## src/rtl/core/dns_query_message_builder_macros.svh

```systemverilog
// Assertion macros shared by the DNS query message builder RTL.
// Needs a clock named clk and a synchronous active-high reset named rst in scope.
`ifndef DNS_QUERY_MESSAGE_BUILDER_MACROS_SVH
`define DNS_QUERY_MESSAGE_BUILDER_MACROS_SVH

// antecedent implies consequent in the same cycle
`define DQMB_ASSERT_IMPL(name, ante, cons) \
  name: assert property (@(posedge clk) disable iff (rst) (ante) |-> (cons)) \
    else $error("dqmb: same-cycle check failed");

// antecedent implies consequent in the next cycle
`define DQMB_ASSERT_NEXT(name, ante, cons) \
  name: assert property (@(posedge clk) disable iff (rst) (ante) |=> (cons)) \
    else $error("dqmb: next-cycle check failed");

`endif

```

## src/rtl/core/dqmb_pkg.sv

```systemverilog
// Types and constants for the DNS query message builder.
// No dependencies; used by the controller, the datapath and the top level.
package dqmb_pkg;

  localparam int unsigned IDX_W       = 6;
  localparam int unsigned STORE_DEPTH = 64;

  localparam logic [7:0] DOT_CHAR = 8'h2E;

  localparam logic [IDX_W-1:0] HDR_ONE_IDX = 6'd5;
  localparam logic [IDX_W-1:0] HDR_LAST    = 6'd11;
  localparam logic [IDX_W-1:0] TRL_QT_IDX  = 6'd2;
  localparam logic [IDX_W-1:0] TRL_LAST    = 6'd4;

  typedef enum logic [1:0] {
    CMD_START   = 2'd0,
    CMD_CHAR    = 2'd1,
    CMD_END     = 2'd2,
    CMD_TRAILER = 2'd3
  } cmd_t;

  typedef enum logic [2:0] {
    SRC_ZERO,
    SRC_ONE,
    SRC_QTYPE,
    SRC_LEN,
    SRC_RAM
  } byte_src_t;

  typedef struct packed {
    cmd_t       cmd;
    logic [7:0] char_byte;
    logic [7:0] query_type;
  } dqmb_query_t;

  typedef struct packed {
    logic [7:0] out_byte;
    logic       run_last;
    logic       label_error;
  } dqmb_msg_t;

  typedef struct packed {
    logic      emit;
    byte_src_t src;
    logic      last;
    logic      err;
    logic      cnt_inc;
    logic      cnt_clr;
    logic      len_inc;
    logic      len_clr;
    logic      ram_we;
    logic      qt_load;
  } dqmb_ctl_t;

  typedef struct packed {
    logic             out_free;
    logic             len_zero;
    logic             len_full;
    logic             data_last;
    logic [IDX_W-1:0] cnt;
  } dqmb_stat_t;

endpackage

```

## src/rtl/core/dns_query_message_builder.sv

```systemverilog
// Top level of the DNS query message builder: controller plus datapath.
// Depends on dqmb_pkg, dqmb_controller, dqmb_datapath.
//
//   channel  valid        stall        payload            dir
//   query    query_valid  query_stall  dqmb_query_t       in
//   msg      msg_valid    msg_stall    dqmb_msg_t         out
//
// Requests are taken one at a time, only while the controller is idle.
// A name character is written to the store; a dot or end of name with n pending
// characters emits a length byte, then one store read per byte.
// Start emits the header, trailer the trailer, a dropped character an error byte.
// Reset clears state, label length and output valid; the store needs no clearing.
// Output stall holds the output register and freezes the byte sequencer.
module dns_query_message_builder #(
  parameter int unsigned LABEL_MAX = 63
) (
  input  logic                  clk,
  input  logic                  rst,
  input  logic                  query_valid,
  output logic                  query_stall,
  input  dqmb_pkg::dqmb_query_t query,
  output logic                  msg_valid,
  input  logic                  msg_stall,
  output dqmb_pkg::dqmb_msg_t   msg
);

  dqmb_pkg::dqmb_ctl_t  ctl;
  dqmb_pkg::dqmb_stat_t stat;

  dqmb_controller u_ctrl (
    .clk         (clk),
    .rst         (rst),
    .query_valid (query_valid),
    .query_stall (query_stall),
    .cmd         (query.cmd),
    .char_byte   (query.char_byte),
    .stat        (stat),
    .ctl         (ctl)
  );

  dqmb_datapath #(
    .LABEL_MAX (LABEL_MAX)
  ) u_dp (
    .clk        (clk),
    .rst        (rst),
    .ctl        (ctl),
    .char_byte  (query.char_byte),
    .query_type (query.query_type),
    .stat       (stat),
    .msg_valid  (msg_valid),
    .msg_stall  (msg_stall),
    .msg        (msg)
  );

endmodule

```

## src/rtl/core/dqmb_ram.sv

```systemverilog
// Generic single-write, single-read RAM with registered read data.
// No dependencies.
module dqmb_ram #(
  parameter int unsigned WIDTH = 8,
  parameter int unsigned DEPTH = 64
) (
  input  logic                     clk,
  input  logic                     we,
  input  logic [$clog2(DEPTH)-1:0] waddr,
  input  logic [WIDTH-1:0]         wdata,
  input  logic [$clog2(DEPTH)-1:0] raddr,
  output logic [WIDTH-1:0]         rdata
);

  logic [WIDTH-1:0] mem [DEPTH];

  always_ff @(posedge clk) begin
    if (we) begin
      mem[waddr] <= wdata;
    end
    rdata <= mem[raddr];
  end

endmodule

```

## src/rtl/core/dqmb_datapath.sv

```systemverilog
// Datapath: label store, label length, byte counter, query type and output register.
// Depends on dqmb_pkg and dqmb_ram.
module dqmb_datapath #(
  parameter int unsigned LABEL_MAX = 63
) (
  input  logic                 clk,
  input  logic                 rst,
  input  dqmb_pkg::dqmb_ctl_t  ctl,
  input  logic [7:0]           char_byte,
  input  logic [7:0]           query_type,
  output dqmb_pkg::dqmb_stat_t stat,
  output logic                 msg_valid,
  input  logic                 msg_stall,
  output dqmb_pkg::dqmb_msg_t  msg
);

  localparam logic [dqmb_pkg::IDX_W-1:0] LEN_MAX = dqmb_pkg::IDX_W'(LABEL_MAX);

  logic [dqmb_pkg::IDX_W-1:0] len;
  logic [dqmb_pkg::IDX_W-1:0] cnt;
  logic [dqmb_pkg::IDX_W-1:0] cnt_next;
  logic [dqmb_pkg::IDX_W-1:0] cnt_plus;
  logic [7:0]                 qtype;
  logic [7:0]                 rd_byte;
  logic [7:0]                 byte_next;

  assign cnt_plus = cnt + dqmb_pkg::IDX_W'(1);

  always_comb begin
    if (ctl.cnt_clr) begin
      cnt_next = '0;
    end else if (ctl.cnt_inc) begin
      cnt_next = cnt_plus;
    end else begin
      cnt_next = cnt;
    end
  end

  // read address follows the next count so data is ready when the counter lands
  dqmb_ram #(
    .WIDTH (8),
    .DEPTH (dqmb_pkg::STORE_DEPTH)
  ) u_label_store (
    .clk   (clk),
    .we    (ctl.ram_we),
    .waddr (len),
    .wdata (char_byte),
    .raddr (cnt_next),
    .rdata (rd_byte)
  );

  always_comb begin
    case (ctl.src)
      dqmb_pkg::SRC_ZERO:  byte_next = 8'h00;
      dqmb_pkg::SRC_ONE:   byte_next = 8'h01;
      dqmb_pkg::SRC_QTYPE: byte_next = qtype;
      dqmb_pkg::SRC_LEN:   byte_next = {{(8 - dqmb_pkg::IDX_W){1'b0}}, len};
      dqmb_pkg::SRC_RAM:   byte_next = rd_byte;
      default:             byte_next = 8'h00;
    endcase
  end

  always_ff @(posedge clk) begin
    if (rst) begin
      len       <= '0;
      cnt       <= '0;
      msg_valid <= 1'b0;
    end else begin
      cnt       <= cnt_next;
      msg_valid <= ctl.emit | (msg_valid & msg_stall);
      if (ctl.len_clr) begin
        len <= '0;
      end else if (ctl.len_inc) begin
        len <= len + dqmb_pkg::IDX_W'(1);
      end
    end
  end

  always_ff @(posedge clk) begin
    if (ctl.emit) begin
      msg.out_byte    <= byte_next;
      msg.run_last    <= ctl.last;
      msg.label_error <= ctl.err;
    end
    if (ctl.qt_load) begin
      qtype <= query_type;
    end
  end

  assign stat.out_free  = ~msg_valid | ~msg_stall;
  assign stat.len_zero  = (len == '0);
  assign stat.len_full  = (len >= LEN_MAX);
  assign stat.data_last = (cnt_plus == len);
  assign stat.cnt       = cnt;

endmodule

```

## src/rtl/core/dqmb_controller.sv

```systemverilog
// Controller: sequences header, label, error and trailer bytes.
// Depends on dqmb_pkg and dns_query_message_builder_macros.svh.
`include "dns_query_message_builder_macros.svh"

module dqmb_controller (
  input  logic                 clk,
  input  logic                 rst,
  input  logic                 query_valid,
  output logic                 query_stall,
  input  dqmb_pkg::cmd_t       cmd,
  input  logic [7:0]           char_byte,
  input  dqmb_pkg::dqmb_stat_t stat,
  output dqmb_pkg::dqmb_ctl_t  ctl
);

  typedef enum logic [2:0] {
    S_IDLE,
    S_HEADER,
    S_TRAILER,
    S_LEN,
    S_DATA,
    S_ERR
  } state_t;

  state_t state;
  state_t state_next;

  assign query_stall = (state != S_IDLE);

  always_comb begin
    ctl        = '0;
    ctl.src    = dqmb_pkg::SRC_ZERO;
    state_next = state;
    case (state)
      S_IDLE: begin
        if (query_valid) begin
          case (cmd)
            dqmb_pkg::CMD_START: begin
              ctl.len_clr = 1'b1;
              ctl.cnt_clr = 1'b1;
              state_next  = S_HEADER;
            end
            dqmb_pkg::CMD_CHAR: begin
              if (char_byte == dqmb_pkg::DOT_CHAR) begin
                ctl.cnt_clr = 1'b1;
                state_next  = S_LEN;
              end else if (stat.len_full) begin
                state_next = S_ERR;
              end else begin
                ctl.ram_we  = 1'b1;
                ctl.len_inc = 1'b1;
              end
            end
            dqmb_pkg::CMD_END: begin
              if (!stat.len_zero) begin
                ctl.cnt_clr = 1'b1;
                state_next  = S_LEN;
              end
            end
            dqmb_pkg::CMD_TRAILER: begin
              ctl.len_clr = 1'b1;
              ctl.cnt_clr = 1'b1;
              ctl.qt_load = 1'b1;
              state_next  = S_TRAILER;
            end
            default: begin
            end
          endcase
        end
      end
      S_HEADER: begin
        if (stat.out_free) begin
          ctl.emit = 1'b1;
          ctl.src  = (stat.cnt == dqmb_pkg::HDR_ONE_IDX) ? dqmb_pkg::SRC_ONE
                                                          : dqmb_pkg::SRC_ZERO;
          if (stat.cnt == dqmb_pkg::HDR_LAST) begin
            ctl.last    = 1'b1;
            ctl.cnt_clr = 1'b1;
            state_next  = S_IDLE;
          end else begin
            ctl.cnt_inc = 1'b1;
          end
        end
      end
      S_TRAILER: begin
        if (stat.out_free) begin
          ctl.emit = 1'b1;
          if (stat.cnt == dqmb_pkg::TRL_QT_IDX) begin
            ctl.src = dqmb_pkg::SRC_QTYPE;
          end else if (stat.cnt == dqmb_pkg::TRL_LAST) begin
            ctl.src = dqmb_pkg::SRC_ONE;
          end
          if (stat.cnt == dqmb_pkg::TRL_LAST) begin
            ctl.last    = 1'b1;
            ctl.cnt_clr = 1'b1;
            state_next  = S_IDLE;
          end else begin
            ctl.cnt_inc = 1'b1;
          end
        end
      end
      S_LEN: begin
        if (stat.out_free) begin
          ctl.emit = 1'b1;
          ctl.src  = dqmb_pkg::SRC_LEN;
          if (stat.len_zero) begin
            ctl.last    = 1'b1;
            ctl.len_clr = 1'b1;
            state_next  = S_IDLE;
          end else begin
            state_next = S_DATA;
          end
        end
      end
      S_DATA: begin
        if (stat.out_free) begin
          ctl.emit = 1'b1;
          ctl.src  = dqmb_pkg::SRC_RAM;
          if (stat.data_last) begin
            ctl.last    = 1'b1;
            ctl.cnt_clr = 1'b1;
            ctl.len_clr = 1'b1;
            state_next  = S_IDLE;
          end else begin
            ctl.cnt_inc = 1'b1;
          end
        end
      end
      S_ERR: begin
        if (stat.out_free) begin
          ctl.emit   = 1'b1;
          ctl.err    = 1'b1;
          ctl.last   = 1'b1;
          state_next = S_IDLE;
        end
      end
      default: begin
        state_next = S_IDLE;
      end
    endcase
  end

  always_ff @(posedge clk) begin
    if (rst) begin
      state <= S_IDLE;
    end else begin
      state <= state_next;
    end
  end

  `DQMB_ASSERT_IMPL(a_emit_needs_room, ctl.emit, stat.out_free)
  `DQMB_ASSERT_IMPL(a_err_is_last, ctl.emit && ctl.err, ctl.last)
  `DQMB_ASSERT_IMPL(a_write_below_max, ctl.ram_we, !stat.len_full && (state == S_IDLE))
  `DQMB_ASSERT_NEXT(a_label_runs_out, (state == S_DATA) && !(ctl.emit && ctl.last), state == S_DATA)

endmodule
```

## config.mk

```make
export PLATFORM = sky130hd
export DESIGN_NAME = dns_query_message_builder
export DESIGN_NICKNAME = d
export VERILOG_FILES = /design/src/rtl/core/dqmb_pkg.sv /design/src/rtl/core/dns_query_message_builder.sv /design/src/rtl/core/dqmb_ram.sv /design/src/rtl/core/dqmb_datapath.sv /design/src/rtl/core/dqmb_controller.sv
export VERILOG_INCLUDE_DIRS = /design/src /design/src/rtl/core
export SDC_FILE = /design/constraint.sdc
export NUM_CORES = 1
export LEC_CHECK = 0
export ABC_AREA = 1
export BUFFER_PORTS_ARGS = -buffer_cell sky130_fd_sc_hd__buf_2
export CORE_MARGIN = 2
export CORE_UTILIZATION = 50
export CTS_CLUSTER_DIAMETER = 40
export DETAILED_ROUTE_END_ITERATION = 8
export GPL_TIMING_DRIVEN = 0
export PLACE_DENSITY = 0.75
export SLEW_MARGIN = 20
export SYNTH_ARGS = -nofsm -noshare
export SYNTH_HDL_FRONTEND = slang
export SYNTH_SLANG_ARGS = --single-unit
```

## constraint.sdc

```tcl
create_clock -name clk -period 2.42 [get_ports clk]
set_input_delay 0.363 -clock clk [delete_from_list [all_inputs] [get_ports clk]]
set_output_delay 0.363 -clock clk [all_outputs]
set_load 0.02 [all_outputs]
```

Word-level counts from Yosys, hierarchy flattened:

Memory sizes are Yosys's and may differ from the RTL's. A register that Yosys moved wholly into a read port is not among the register bits.
Index checks and enable logic that the tools add are counted.
W data, S select, Z words.

* $add $sub $neg: 2
* reductions and logical operators: 7
* order comparisons: 1
* muxes and demuxes: 58
* bitwise gates (word level): 5
* eq/ne operators: 29

Operators with widths (count)
* $mux W3: 14
* $pmux W8 S4: 1
* $mux W5: 5
* $pmux W3 S4: 2
* $mux W1: 22
* $pmux W3 S6: 1
* $ne A2 B2 Y1 const B: 7
* $add A6 B1 Y6 const B: 2
* $eq A3 B2 Y1 const B: 4
* $eq A6 B3 Y1 const B: 2
* $mux W6: 2
* $reduce_and A11 Y1: 1
* $mux W2: 5
* $pmux W1 S5: 2
* $eq A3 B3 Y1 const B: 3
* $pmux W1 S3: 3
* $eq A8 B6 Y1 const B: 1
* $eq A3 B1 Y1 const B: 2
* $eq A6 B2 Y1 const B: 1
* $eq A6 B4 Y1 const B: 1
* $eq A6 B6 Y1: 1
* $ge A6 B6 Y1 const B: 1
* $logic_not A6 Y1: 1
* $eq A2 B2 Y1 const B: 2
* other kinds (12): 16

* memories kept: 1
* RAM bits: 512
* bits of input ports: 22
* output and inout port bits: 12
* register bits after elaboration: 34
* logic and storage cells: 111

Memory list
* u_dp.u_label_store.mem: depth 64, bits a word 8, rd ports 1, clocked after Yosys merged registers in 1, write ports 1, line dqmb_ram.sv:15 `logic [WIDTH-1:0] mem [DEPTH];`

Logic depth before layout (Yosys ltp):

Gate-level depths: netlist of run 1.

* depth in word-level cells: 8
* depth in mapped cells: 24

Hierarchy:

Synthesis of run 1 repeated with hierarchy kept, for this count alone.

* cell total of the unflattened synthesis: 2127
* area, all modules: 23617.7 sq um

By module, submodules not included
* dqmb_ram: area each 21339.2 sq um, cells each 1805, instances 1
* dqmb_datapath: area each 1534.0 sq um, cells each 180, instances 1
* dqmb_controller: area each 744.5 sq um, cells each 142, instances 1

Worst setup path after synthesis of run 1:

No wires, ideal clock.

* kind: flip-flop to flip-flop
* start point: register u_dp.cnt[0] (netlist name)
* end point: register u_dp.u_label_store.rdata[1] (read register of u_dp.u_label_store.mem)
* period minus slack after synthesis: 2.641 ns
* required time: 2.305 ns
* path slack: -0.221 ns
* stages on the path, launching flop included: 25
* data arrival time: 2.527 ns
* cell sequence: dfxtp_1 > inv_2 > ha_1 > inv_1 > nand2_1 > nand2_1 > nor2_1 > nand2_1 > nor2_1 > nand3_1 > nand2_2 > nand2_2 > nand2_2 > nand2_2 > nand3_2 > buf_6 > buf_6 > buf_6 > nand2_1 > nand3_1 > nand3_1 > nand3_1 > nand3_1 > nand3_1 > nand2_1

* longest elaborated chain between the ends: 7

Ends and longest elaborated chain
* from (decl): line dqmb_datapath.sv:20 `logic [dqmb_pkg::IDX_W-1:0] cnt;`
* from (signal assigned): line dqmb_datapath.sv:69 `cnt <= cnt_next;`
* $add A6 B1 Y6: line dqmb_datapath.sv:27 `assign cnt_plus = cnt + dqmb_pkg::IDX_W'(1);`
* $eq A6 B6 Y1: line dqmb_datapath.sv:93 `assign stat.data_last = (cnt_plus == len);`
* $mux W1: line dqmb_controller.sv:119 `if (stat.data_last) begin`
* $mux W2: line dqmb_controller.sv:116 `if (stat.out_free) begin`
* $pmux W1 S3: line dqmb_controller.sv:34 `case (state)`
* $mux W6: line dqmb_datapath.sv:32 `end else if (ctl.cnt_inc) begin`
* $mux W6 *: line dqmb_datapath.sv:30 `if (ctl.cnt_clr) begin`
* to (decl): line dqmb_ram.sv:12 `output logic [WIDTH-1:0] rdata`

Every way passes the cells marked *; elsewhere a longest branch is shown, timed or not.
A chain may end at the register's enable or synchronous reset.

Worst setup path after layout of run 1:

Same ends and word-level chain as after synthesis.

==> results of run 1 <==
state kept, by name (all words and copies together) (netlist names):
| name | count |
|---|---|
| u_ctrl.state | 3 |
| u_dp.cnt | 6 |
| u_dp.len | 6 |
| u_dp.msg | 10 |
| u_dp.msg_valid | 1 |
| u_dp.qtype | 8 |
| u_dp.u_label_store.mem | 512 |
| u_dp.u_label_store.rdata | 8 |
cell usage after synthesis, types with 3 or more instances:
library cell,n
o21ai_0,80
a21oi_1,10
buf_6,14
nor2_1,101
nor3b_1,3
nand4_1,182
inv_1,478
dfxtp_1,24
inv_2,4
nand3_1,446
buf_4,10
edfxtp_1,530
nand2_2,4
buf_2,79
ha_1,12
nand2_1,407
o211ai_1,13
clkbuf_1,46
path summary, 6_finish.rpt:
check | from | endpoint | cells past startpoint
worst max register to register | u_dp.cnt[0]$_SDFF_PP0_ | u_dp.u_label_store.rdata[1]$_DFF_P_ | 22
worst max-delay path | u_dp.cnt[0]$_SDFF_PP0_ | u_dp.u_label_store.rdata[1]$_DFF_P_ | 22
worst min register to register | u_ctrl.state[0]$_SDFFE_PP0P_ | u_ctrl.state[0]$_SDFFE_PP0P_ | 2
worst min-delay path | query[9] | u_dp.u_label_store.mem[44][1]$_DFFE_PP_ | 1
power by group through the flow:
stage                     clock [mW]  sequential [mW]  combinational (mW)
after global routing            11.6             11.0                21.9
after detailed placement           0             11.1                14.2
final                           11.2             11.0                21.1
after global placement             0             11.1                13.9
after floorplan                    0             11.2                8.91
after CTS                       11.2             11.0                18.9
cell families (layout without fill, tap and decap cells):
family          after synthesis  count (layout)  synth area share (%)
simple gates               1153            1153                  21.4
buf+inv                     634             897                  10.4
flops                       554             554                  65.0
compound gates              116             116                  2.58
fa+ha+maj                    12              12                 0.595
xor+xnor                      2               2                0.0694
per-stage QoR:
step	TNS, ps	power [mW]
floorplan	-36850	20.2
detailed placement	-696620	25.4
CTS	-4900	41.0
global placement	-1043750	25.1
finish	-6650	43.3
global route	-44600	44.5
worst max-delay path, cell delays in order, from the launching register on:
cell and delay [ps]:
dfxtp_4 410, buf_4 140, nand3_2 120, o21bai_1 230, nand3_1 120, nand2_2 120, nand3_2 90, nand2_2 100
nand2_4 80, nand2_4 100, nand2_4 70, nand3_4 170, buf_6 170, buf_12 210, clkbuf_16 190, nand2_1 50
o21ai_0 90, nand2_1 100, nand3_1 90, nand3_2 130, nand3_2 100, nand3_2 100, nand2_2 120
placed cells by master, fill, tap and decap left out, drive strengths merged, types with 3 or more instances in the layout:
cell type,count
nand2,411
nor2,104
edfxtp,530
clkbuf,133
nand4,182
bufinv,9
dfxtp,24
buf,220
ha,12
dlygate4sd3,8
o21ai,82
o211ai,15
clkinvlp,5
a21oi,10
clkinv,26
inv,496
nor3b,3
nand3,448
repair_timing:
item	in CTS	in global routing
cloned	10	6
pin swaps	96	81
gates resized for setup	520	136
endpoints found under the setup margin	528	527
hold buffers	8	0
setup buffers	60	11
endpoints found under the hold margin	8	0
layout make-up:
cell class | instances | area [um^2] | share of cell area [%]
Clock buffer | 82 | 1910 | 5.87
Inverter | 484 | 1830 | 5.62
Multi-Input combinational cell | 1283 | 8060 | 24.7
Timing Repair Buffer | 132 | 1490 | 4.58
Tap cell | 672 | 841 | 2.58
Sequential cell | 554 | 16400 | 50.3
Clock inverter | 52 | 628 | 1.93
Buffer | 147 | 1410 | 4.34
metal layers:
layer	global-route usage, %	vias to the layer above
li1	-	8819
met1	39.4	9706
met2	46.8	1553
met3	7.11	316
met4	16.2	0
met5	0	-
==> run metrics, run 1 <==
Final Util around 65%; RSZ-0062 raised after global routing yes; Hold Crit Class in2reg; Yosys cell types 35; Die W roughly 230 um; Psw roughly 18 mW; drt pass-1 iters 6; ANT cells 0; Final Cycle Share 131%; H-tree levels 3; met2 wire length 36.7 mm; power share of the combinational group 48.7%; Routed WL 81.4 mm; Final Slew Violations 0; worst reg-to-reg setup slack -750 ps; first-pass GRT wire length approximately 120 mm; crit start category register; antenna violations before repair 0; post-route ant nets 0; largest net degree at the start of global routing 66; VDD IR max 0.000676 V; Finished Cell Area 32600 um^2; internal power 25.3 mW; Critical Path RT approximately 3000 ps; Sink Count approximately 550; die height 229 um; Leakage 13.4 nW; CTS tree yes; Max Cap Viol 0; post-synth top area share 63.1%; Global Route Usage Sum 30.1%; vias per inst 5.99; die area 52300 um^2; worst skew pair latency around 630 ps; Crit. End Element register; WL/cell 23.9 um; Crit path arrival time 3720 ps; DP Wirelength 50.4 mm; Post-Syn Nets 2505; Post-route DRC 0; core box area 50000 um^2; share of power burned in the clock network about a quarter; switch share between 40% and 50%; clock buffer depth 3; area leader, netlist edfxtp_1; failing checks negative setup slack; highest routed layer met4; Final Non-Filler Cells 3406; asr flop ratio synth 0%; dpl cell area 26700 um^2; Max Clock Skew 29.3 ps; Num CTS Buffers 74; vias in the first global route 19511; fillers 3435; final setup margin -748 ps; Top Ports 34; initial cell density of the core approximately 51%; status finished, violations left; Hold Slack 139 ps; Synth Warn # 0; WL met3 10.3 mm; grt ovf 0; top cells by area, synth edfxtp_1, nand3_1, inv_1, nand2_1, nand4_1; Rows 82; power per standard cell area 1330 nW/um^2; top_reg_cell synth edfxtp_1; Final Hold Viols 0; CP Class reg2reg; sequential area share after synthesis approximately two thirds; flops & latches, synth 554; clk root buf clkbuf_16; clock transition at the registers of the reported paths 60 ps; Post-Synthesis Cells roughly 2500; share of layout cells above drive strength 1 26.8%; sequential power share 25.3%; DP Cell Count 3182; Routability Congestion 0.999; CP Max Fanout 8; via count between 20000 and 25000; DP Worst Slack -1960 ps; wire length on met1 29.7 mm; Final setup viols 68; DRT iter0 DRCs about 3100; IO Port Bufs 32; Fmax approximately 320 MHz; nets 2710; Slew headroom 23.0%; Area growth, synth to finish 29.2%; post-route minimum period 3170 ps; Syn Std Cell Area 25200 um^2; Post-synth EDFFs 530; Mean Syn Cell Area 10.2 um^2; Slew @ Worst Pin ~1200 ps
(Power assumes the default switching activity.)
==> run 2: changes to the inputs <==
--- a/config.mk
+++ b/config.mk
@@ -8,7 +8,6 @@
 export LEC_CHECK = 0
 export ABC_AREA = 1
 export BUFFER_PORTS_ARGS = -buffer_cell sky130_fd_sc_hd__buf_2
-export CORE_MARGIN = 2
 export CORE_UTILIZATION = 50
 export CTS_CLUSTER_DIAMETER = 40
 export DETAILED_ROUTE_END_ITERATION = 8
==> run 2 against run 1 <==
  * The flow still finishes with violations (negative setup slack)
  * Sequential power about the same
  * Count of clock-buffer cells in the layout increased by 2
  * Combinational power decreased by 3%
  * Flip-flop and latch count unchanged
  * Die area decreased by 1.7%
  * Total power decreased by 3.2%
  * Routed wire length decreased by 1.6%
  * Critical path depth increased by 2
  * Sequential share of layout area increased by 0.36 points
  * Via count decreased by 2.7%
  * Cell area decreased by 0.71%
  * Clock skew decreased by 5.8 ps
  * Critical path type unchanged
  * Largest cell class unchanged
==> run metrics, run 2 (synthesis gave the netlist of run 1 again) <==
Leakage 13.2 nW (was 13.4 nW); clk root buf clkbuf_16 (unchanged); Slew @ Worst Pin 1170 ps (was 1150 ps); nets 2686 (was 2710); initial cell density of the core 51.1% (was 50.5%); hold path start rst (was query[9]); drt pass-1 iters 6 (unchanged); r2r startpoint u_dp.cnt[0]$_SDFF_PP0_ (unchanged); Final Cycle Share 128% (was 131%); Top Ports 34 (unchanged); Crit. End Element register (unchanged); via count 19843 (was 20394); RSZ-0062 raised after global routing yes (unchanged); DRT iter0 DRCs 2650 (was 3137); Sink Count 554 (unchanged); failing checks negative setup slack (unchanged); VDD IR max 0.000682 V (was 0.000676 V); Global Route Usage Sum 30.9% (was 30.1%); most common cell after layout, fill and taps aside edfxtp_1 (unchanged); Routability Congestion 1.01 (was 0.999); power per standard cell area 1300 nW/um^2 (was 1330 nW/um^2); die area 51400 um^2 (was 52300 um^2); Final Hold Viols 0 (unchanged); vias per inst 5.88 (was 5.99); clock buffer depth 3 (unchanged); DP Worst Slack -2170 ps (was -1960 ps); final setup margin -674 ps (was -748 ps); Final Util 65.6% (was 65.2%); gr busiest metal met2 (unchanged); Final setup viols 518 (was 68); Max Cap Viol 0 (unchanged); worst r2r path cells 24 (was 22); Routed WL 80.1 mm (was 81.4 mm); Regs by FF count u_dp.u_label_store.mem: 512 flops, u_dp.msg: 10 flops (unchanged); Hold Crit Class in2reg (unchanged); Die W 227 um (was 229 um); Slew headroom 21.6% (was 23.0%); CP Max Fanout 7 (was 8); core box area 49400 um^2 (was 50000 um^2); most frequent cells in the layout edfxtp_1, inv_1, nand2_1 (unchanged); Num CTS Buffers 72 (was 74); Hold Path Depth 2 (was 1); Area growth, synth to finish 28.3% (was 29.2%); worst skew pair latency 620 ps (was 630 ps); Final Non-Filler Cells 3376 (was 3406); Critical Path RT 2920 ps (was 2970 ps); CTS tree yes (unchanged); Crit path arrival time 3590 ps (was 3720 ps); Hold Slack 159 ps (was 139 ps); Fmax 323 MHz (was 316 MHz); Rows 81 (was 82); clock transition at the registers of the reported paths 60 ps (about the same); H-tree levels 3 (unchanged); grt met1 use 41.5% (was 39.4%); fillers 3470 (was 3435); largest net degree at the start of global routing 66 (unchanged); WL/cell 23.7 um (was 23.9 um); post-route total power 41.9 mW (was 43.3 mW); max reg flops 512 (unchanged); die height 227 um (was 229 um); first-pass GRT wire length 114 mm (was 118 mm); grt ovf 0 (unchanged); Final Slew Violations 0 (unchanged); crit start category register (unchanged); Worst path slowest cell dfxtp_4 (unchanged); IO Port Bufs 32 (unchanged); share of layout cells above drive strength 1 26.6% (was 26.8%); post-route ant nets 0 (unchanged); DP Cell Count 3174 (was 3182); GR Util met2 48.1% (was 46.8%); DP Wirelength 50.7 mm (was 50.4 mm); most used cell, CP nand3_2 (unchanged); Post-route DRC 0 (unchanged); worst reg-to-reg setup slack -670 ps (was -750 ps); post-route minimum period 3090 ps (was 3170 ps); CP Class reg2reg (unchanged); status finished, violations left (unchanged); antenna violations before repair 1 (was 0); vias in the first global route 18769 (was 19511); met3 global-route usage 5.20% (was 7.11%); Max Clock Skew 23.5 ps (was 29.3 ps); ANT cells 0 (unchanged); crit-path cells inv_8, ha_4, inv_2, nand2_1, nand2_1, nor2_2, nand2_1, nor2_2, nand3_2, nand2_2, nand2_4, nand2_4, nand2_4, nand3_4, buf_12, clkbuf_16, clkbuf_16, nand2_1, nand3_2, nand3_2, nand3_2, nand3_2, nand3_2, nand2_2 (was buf_4, nand3_2, o21bai_1, nand3_1, nand2_2, nand3_2, nand2_2, nand2_4, nand2_4, nand2_4, nand3_4, buf_6, buf_12, clkbuf_16, nand2_1, o21ai_0, nand2_1, nand3_1, nand3_2, nand3_2, nand3_2, nand2_2); Biggest register u_dp.u_label_store.mem (unchanged); critical path's largest stage delay 410 ps (about the same); origin of the worst setup path u_dp.cnt[0]$_SDFF_PP0_ (unchanged)
run 2: changes by cell type in the layout (fill, tap and decap cells not counted), sizes merged:
| cell | previous run | this run |
|---|---|---|
| clkinv | 26 | 22 |
| buf | 220 | 194 |
| bufinv | 9 | 5 |
| clkinvlp | 5 | 10 |
| inv | 496 | 497 |
| clkbuf | 133 | 139 |
run 2: what timing repair did:
item | CTS | global route
buffers inserted | 43 | 11
cloned | 4 | 7
gates resized for setup | 438 | 208
pin swaps | 83 | 92
setup endpoints to repair | 528 | 527
hold buffers | 8 | 0
endpoints found under the hold margin | 8 | 0
run 2: path summary, 6_finish.rpt:
path,end
max,u_dp.u_label_store.rdata[3]$_DFF_P_
min,u_dp.cnt[1]$_SDFF_PP0_
max reg2reg,u_dp.u_label_store.rdata[3]$_DFF_P_
min reg2reg,u_dp.msg[2]$_DFFE_PP_
run 2: routing by layer:
| metal | up-vias | part of all wire [%] |
|---|---|---|
| li1 | 8786 | - |
| met1 | 9494 | 38 |
| met2 | 1313 | 45 |
| met3 | 250 | 11 |
| met4 | 0 | 5.5 |
| met5 | - | 0 |
run 2: power by group:
part,switching (mW),internal [mW]
Clock,4.33,6.26
Combinational,13.3,7.10
Sequential,0.136,10.8
Total,17.8,24.2
run 2: critical path, delay by kind of cell (launching register included):
kind	cells	cell delay (ps)
simple gates	18	1690
buf+inv	5	620
fa+ha+maj	1	260
flops	1	410
run 2: area by class of cell:
| cell class | count | area [um^2] | area share [%] |
|---|---|---|---|
| Clock inverter | 50 | 529 | 1.64 |
| Buffer | 148 | 1350 | 4.18 |
| Tap cell | 664 | 831 | 2.57 |
| Timing Repair Buffer | 109 | 1310 | 4.06 |
| Clock buffer | 84 | 1880 | 5.80 |
| Inverter | 484 | 1830 | 5.67 |
| Multi-Input combinational cell | 1283 | 8210 | 25.4 |
| Sequential cell | 554 | 16400 | 50.7 |
run 2: metrics by stage:
step | TNS, ps | area [um^2]
global route | -105880 | 32400
CTS | -12890 | 31400
detailed placement | -748520 | 26700
global placement | -1086620 | 26500
floorplan | -36850 | 25500
finish | -68060 | 32400
